==> src/design/sset_pkg.sv <==
// ----------------------------------------------------------------------------
// sset_pkg: shared types and codes for the sorted set block
// Result status codes, operation codes and the control word that the
// sequencer broadcasts to every cell of the row.
// ----------------------------------------------------------------------------
package sset_pkg;

  localparam int KEY_W  = 32;
  localparam int DIST_W = 7;

  // operation codes (in_tuser)
  localparam logic OP_INSERT = 1'b0;
  localparam logic OP_QUERY  = 1'b1;

  // result status codes (out_tuser)
  localparam logic [1:0] ST_INSERTED = 2'd0;
  localparam logic [1:0] ST_PRESENT  = 2'd1;
  localparam logic [1:0] ST_FULL     = 2'd2;
  localparam logic [1:0] ST_QUERY    = 2'd3;

  localparam logic [DIST_W-1:0] DIST_MAX    = 7'd63;
  localparam logic [DIST_W-1:0] DIST_ABSENT = 7'h7F;

  typedef struct packed {
    logic                    cmp;   // compare every entry against key
    logic                    scan;  // move scan flags one cell toward the head
    logic                    ins;   // insert key at the lt/ge boundary
    logic signed [KEY_W-1:0] key;
  } cell_ctrl_t;

endpackage

==> src/design/sset_cell.sv <==
// ----------------------------------------------------------------------------
// sset_cell: one slot of the sorted row
// Holds one entry and its valid flag, compares it with the broadcast key,
// shifts toward the tail on insert and passes scan flags toward the head.
// ----------------------------------------------------------------------------
module sset_cell (
  input  logic                                clk,
  input  logic                                rst_n,
  input  sset_pkg::cell_ctrl_t                ctrl,
  input  logic signed [sset_pkg::KEY_W-1:0]   prev_entry,
  input  logic                                prev_valid,
  input  logic                                prev_lt,
  input  logic                                next_sc_lt,
  input  logic                                next_sc_eq,
  output logic signed [sset_pkg::KEY_W-1:0]   entry,
  output logic                                valid,
  output logic                                lt,
  output logic                                sc_lt,
  output logic                                sc_eq
);

  logic signed [sset_pkg::KEY_W-1:0] entry_r, entry_nxt;
  logic valid_r, valid_nxt;
  logic lt_r, lt_nxt;
  logic sc_lt_r, sc_lt_nxt;
  logic sc_eq_r, sc_eq_nxt;
  logic cmp_lt, cmp_eq;

  assign cmp_lt = valid_r && (entry_r < ctrl.key);
  assign cmp_eq = valid_r && (entry_r == ctrl.key);

  always_comb begin
    entry_nxt = entry_r;
    valid_nxt = valid_r;
    lt_nxt    = lt_r;
    sc_lt_nxt = sc_lt_r;
    sc_eq_nxt = sc_eq_r;
    if (ctrl.cmp) begin
      lt_nxt    = cmp_lt;
      sc_lt_nxt = cmp_lt;
      sc_eq_nxt = cmp_eq;
    end else if (ctrl.scan) begin
      sc_lt_nxt = next_sc_lt;
      sc_eq_nxt = next_sc_eq;
    end
    if (ctrl.ins && !lt_r) begin
      // boundary cell takes the key, cells past it take their neighbor's entry
      entry_nxt = prev_lt ? ctrl.key : prev_entry;
      valid_nxt = valid_r | prev_valid;
    end
  end

  always_ff @(posedge clk) begin
    if (!rst_n) begin
      valid_r <= 1'b0;
      lt_r    <= 1'b0;
      sc_lt_r <= 1'b0;
      sc_eq_r <= 1'b0;
    end else begin
      valid_r <= valid_nxt;
      lt_r    <= lt_nxt;
      sc_lt_r <= sc_lt_nxt;
      sc_eq_r <= sc_eq_nxt;
    end
  end

  always_ff @(posedge clk) begin
    entry_r <= entry_nxt;
  end

  assign entry = entry_r;
  assign valid = valid_r;
  assign lt    = lt_r;
  assign sc_lt = sc_lt_r;
  assign sc_eq = sc_eq_r;

endmodule

==> config.mk <==
export PLATFORM = sky130hd
export DESIGN_NAME = sset_cell
export DESIGN_NICKNAME = d
export VERILOG_FILES = /design/src/design/sset_pkg.sv /design/src/design/sset_cell.sv
export SDC_FILE = /design/constraint.sdc
export NUM_CORES = 1
export LEC_CHECK = 0
export ABC_AREA = 1
export ABC_CLOCK_PERIOD_IN_PS = 3950
export BUFFER_PORTS_ARGS = -buffer_cell sky130_fd_sc_hd__buf_2
export CAP_MARGIN = 15
export CORE_MARGIN = 4
export CORE_UTILIZATION = 48
export DETAILED_ROUTE_END_ITERATION = 10
export GPL_ROUTABILITY_DRIVEN = 0
export GPL_TIMING_DRIVEN = 1
export PLACE_DENSITY_LB_ADDON = 0.25
export SETUP_SLACK_MARGIN = 0.4
export SLEW_MARGIN = 20
export SYNTH_ARGS = -nofsm -noshare
export SYNTH_HDL_FRONTEND = slang
export SYNTH_SLANG_ARGS = --single-unit
==> constraint.sdc <==
create_clock -name clk -period 3.95 [get_ports clk]
set_input_delay 0.395 -clock clk [delete_from_list [all_inputs] [get_ports clk]]
set_output_delay 0.395 -clock clk [all_outputs]
set_load 0.005 [all_outputs]
## After elaboration in Yosys (flattened, before gate mapping)

Cells that the tools add are included.

| storage, ports and cells | value |
|---|---|
| flip-flop bits (word level) | 36 |
| input bits | 73 |
| output and inout bits | 36 |

| cells by class | value |
|---|---|
| $lt $le $gt $ge | 1 |
| equal/unequal tests | 1 |
| multiplexer cells | 5 |
| bitwise logic cells | 1 |
| reductions and logical operators | 5 |

Operators with widths:

| kind | count |
|---|---|
| $eq A32 B32 Y1 | 1 |
| $lt A32 B32 Y1 | 1 |
| $mux W32 | 1 |
| $mux W1 | 4 |
| $logic_and A1 B1 Y1 | 3 |
| $reduce_bool A2 Y1 | 1 |
| $logic_not A1 Y1 | 1 |
| $or A1 B1 Y1 | 1 |

## Logic depth before layout (Yosys ltp)

| logic depth | value |
|---|---|
| depth in word-level cells | 3 |
| depth in mapped cells | 16 |

## Worst setup path after synthesis

Ideal clock, no wire load.

| timing | value |
|---|---|
| kind | input-to-reg |
| from | input ctrl[32] (netlist bit) |
| to | register entry_r, in the netlist entry[0] (enable) |
| library setup time | 423 ps |
| data arrival time | 1,813 ps |
| data required time | 3,527 ps |
| path slack | 1,714 ps |
| stages on the path | 2 |
| cells stage by stage | inv_1 > nor2_1 |

| between the ends | value |
|---|---|
| longest elaborated chain between the ends | 1 |

RTL lines:

| what | RTL line | text |
|---|---|---|
| start: declaration | sset_cell.sv:9 | `input sset_pkg::cell_ctrl_t ctrl,` |
| $logic_and A1 B1 Y1 | sset_cell.sv:46 | `if (ctrl.ins && !lt_r) begin` |
| end signal: assignment | sset_cell.sv:68 | `entry_r <= entry_nxt;` |
| end: declaration | sset_cell.sv:22 | `logic signed [sset_pkg::KEY_W-1:0] entry_r, entry_nxt;` |

Every way passes these cells.
A chain may end at the register's enable or synchronous reset.

## Worst setup path after layout

| timing | value |
|---|---|
| from | register entry_r, in the netlist entry[31] |
| to | register lt_r, in the netlist lt |

| between the ends | value |
|---|---|
| longest elaborated chain between the ends | 2 |

RTL lines:

| what | RTL line | text |
|---|---|---|
| $lt A32 B32 Y1 | sset_cell.sv:29 | `assign cmp_lt = valid_r && (entry_r < ctrl.key);` |
| $logic_and A1 B1 Y1 | sset_cell.sv:29 |  |
| end signal: assignment | sset_cell.sv:61 | `lt_r <= lt_nxt;` |
| end: declaration | sset_cell.sv:24 | `logic lt_r, lt_nxt;` |

Every way passes these cells.

==> metrics.txt <==
effective utilization at floorplan=0.4943; GR Util met2=0.3099; result of the run=completed; number of DRC violations after detailed-routing iteration 0=74; average wire per standard cell=11.70 µm; GR Layer Usage met1=0.1959; vias in the first global route=2,036; global-route usage over all layers=0.1751; switching power summed over all nets=261.4 µW; height of the chip=77.74 µm; Crit path top cell by count=sky130_fd_sc_hd__nand2_2; ANT cells=0; share of synthesized area occupied by flip-flops and latches=0.4459; clock transition at the registers of the reported paths=0.08 ns; met3 layer usage reported by global route=0.05104; endpoint class of the critical path=flop; Arrival @ worst endpoint=1.93 ns; number of distinct library cells after synthesis=25; final count of hold timing violations=0; hold-critical path depth=3; global-route layer with the greatest usage=met2; number of filler instances in the final layout=431; internal power summed over all cells=684.7 µW; setup slack on the worst flop-to-flop path=2.20 ns; setup violation total in the final timing report=0; Max Clock Freq=0.5726 GHz; placed instance area=2940 µm²; share of post-route cells with drive strength above 1=0.3351; beginning of the critical path=entry[31]; number of buffers inserted to repair setup after CTS=0; max_cap viols=0; signed area change from the synthesized netlist to the final layout=29.90%; sum of negative setup slack=0 ns; number of enable flip-flop cells after synthesis=32; CTS HTree Levels=2; routed via count=2,089; CTS Root Cell=sky130_fd_sc_hd__clkbuf_8; critical path buffer and inverter count=0; crit path max fanout=4; critical path's top delay family=simple AND/OR/NAND/NOR gates; First-pass DRT Iterations=4; IO buf count=108; total of hold buffers inserted after clock tree synthesis=0; cell with the largest stage delay on the worst path=sky130_fd_sc_hd__edfxtp_1; cell row count=25; maximum number of pins on one net before global-route repair=64; Mapped Nets=372; CP Cell Sequence=ha_1, nand2_2, nor2_2, nand2_2, nor4_4, nand2_2, nand2_1, nand2_1, nand3_2, a21oi_1; Yosys top cell by area=sky130_fd_sc_hd__edfxtp_1; type of the tightest min-delay check=in2reg; static leakage power=1.587 nW; startpoint type of the worst setup path=flop; unrepaired setup endpoints after global routing=false; Boundary Pins=109; cell area power density=311.9 nW/µm²; Total Wirelength=5.181 mm; clock latency on the worst-skew pair=0.29 ns; clk buf depth=2; area of combinational cells with multiple inputs=1102 µm²; Final nets=480; Clk pwr share=0.290; dominant synthesized flop cell=sky130_fd_sc_hd__edfxtp_1; mean number of vias per cell=4.716; R2R cell count=10; TritonCTS clock tree=yes; Design Area, Final=3033 µm²; Die Wd=77.74 µm; Mapped Avg Cell Area=8.744 µm²; Yosys top cell area share=0.4116; crit path kind=reg2reg; area of the die=6044 µm²; max-slew violation count=0; Post-route DRC=0; Flop pwr share=0.489; capture point of the worst reg-to-reg path=lt; switching fraction of total power=0.2763; peak ir drop on the vdd network=0.0001485 V; first-pass GRT wire length=8.493 mm; number of synthesis warnings=0; Max-Slew Margin vs Limit=0.3347; GRT overflow=0; area taken by flip-flops and latches=1041 µm²; measured slew at the worst slew-check pin=0.9980 ns; endpoint of the worst hold path=sc_lt; count of clock tree sinks=36; Final Cycle Share=0.4421; longest individual stage delay on the worst path=0.41 ns; register bit total from synthesis=36; most numerous cell in the Yosys netlist=sky130_fd_sc_hd__a21oi_1; core box area=4723 µm²; DP Wirelength=4.123 mm; reg2reg start=entry[31]; Antenna Violating Nets Remaining=0; synthesized cell area=2335 µm²; number of buffers added by the clock tree synthesis step=5; ranking of synthesized cells by area=sky130_fd_sc_hd__edfxtp_1 41%, sky130_fd_sc_hd__ha_1 17%, sky130_fd_sc_hd__a21oi_1 10%; crit path time final=1.746 ns; antenna violations before repair=0; share of power burned in combinational logic=0.221; Required @ worst endpoint=4.13 ns; beginning of the worst hold path=rst_n; post-synthesis cell count=267; number of gates given a new drive strength after cts=0; commonest cells in the netlist=48 x sky130_fd_sc_hd__a21oi_1, 45 x sky130_fd_sc_hd__inv_1, 39 x sky130_fd_sc_hd__nor2_1, 35 x sky130_fd_sc_hd__nand2_1; post-route clock skew=0.009164 ns; post-synthesis async set-or-reset flop share=0
==> flip-flops by register name, indices dropped and copies added, names as in the netlist <==
register / cells
entry: 32
valid: 1
sc_eq: 1
sc_lt: 1
lt: 1
==> power by group through the flow <==
stage,combinational [mW],sequential [mW],clock [mW]
2_1_floorplan,0.121,0.473,0
3_3_place_gp,0.206,0.470,0
3_5_place_dp,0.212,0.472,0
4_1_cts,0.213,0.463,0.285
5_1_grt,0.244,0.466,0.301
6_report,0.209,0.462,0.274
==> layout by cell type (no fill, tap or decap), drive strengths merged, types with 3 or more instances in the layout <==
cell,synthesis,layout
clkbuf,6,6
buf,1,108
dfxtp,4,4
edfxtp,32,32
a21oi,48,48
ha,32,32
nand2,38,38
inv,45,45
o21ai,5,5
nand3,3,3
clkinv,1,3
nor2,40,40
==> worst max path at each step <==
stage | to | slack (ns) | depth (start not counted)
floorplan | entry[0] | 1.71 | 2
global placement | sc_lt | 2.08 | 12
detailed placement | sc_lt | 2.07 | 12
CTS | lt | 2.16 | 10
global route | sc_lt | 2.02 | 9
finish | lt | 2.20 | 10
==> area by class of cell <==
cell class	instances	area share
clock inverters	2	0.003300
clock buffers	6	0.02723
well taps	67	0.02764
multi-input cells	178	0.3634
flip-flops and latches	36	0.3432
repair buffers	108	0.1782
inverters	46	0.05693
==> cells by family after synthesis <==
| kind of cell | Yosys count | share of synthesized area |
|---|---|---|
| AO/OA/AOI/OAI | 59 | 0.1334 |
| adder cells (fa/ha/maj) | 32 | 0.1715 |
| buffers and inverters | 53 | 0.08520 |
| flip-flops | 36 | 0.4459 |
| multiplexers | 1 | 0.004823 |
| AND/OR/NAND/NOR | 86 | 0.1592 |
==> tightest hold or removal path, cell delays in order <==
cell and delay [ns]:
sky130_fd_sc_hd__buf_2 0.10, sky130_fd_sc_hd__o31ai_1 0.06, sky130_fd_sc_hd__a21oi_1 0.04
==> through the flow <==
step	hold slack, ns	power, mW	instances	util	worst slack (ns)
after floorplan	0.4578	0.5939	267	-	1.714
after global placement	0.4527	0.6763	435	0.6225	2.075
after detailed placement	0.4621	0.6833	435	0.6225	2.073
after CTS	0.3348	0.9609	443	0.6421	2.163
after global routing	0.3349	1.011	443	0.6421	2.019
final	0.3456	0.9460	443	0.6421	2.204
==> layer usage <==
metal	wire length, µm	up-vias	part of all wire
li1	-	1107	-
met1	2137	907	0.41
met2	2542	68	0.49
met3	412	7	0.080
met4	89	0	0.017
met5	0	-	0
Note: power is estimated with default switching activity, not from simulation.
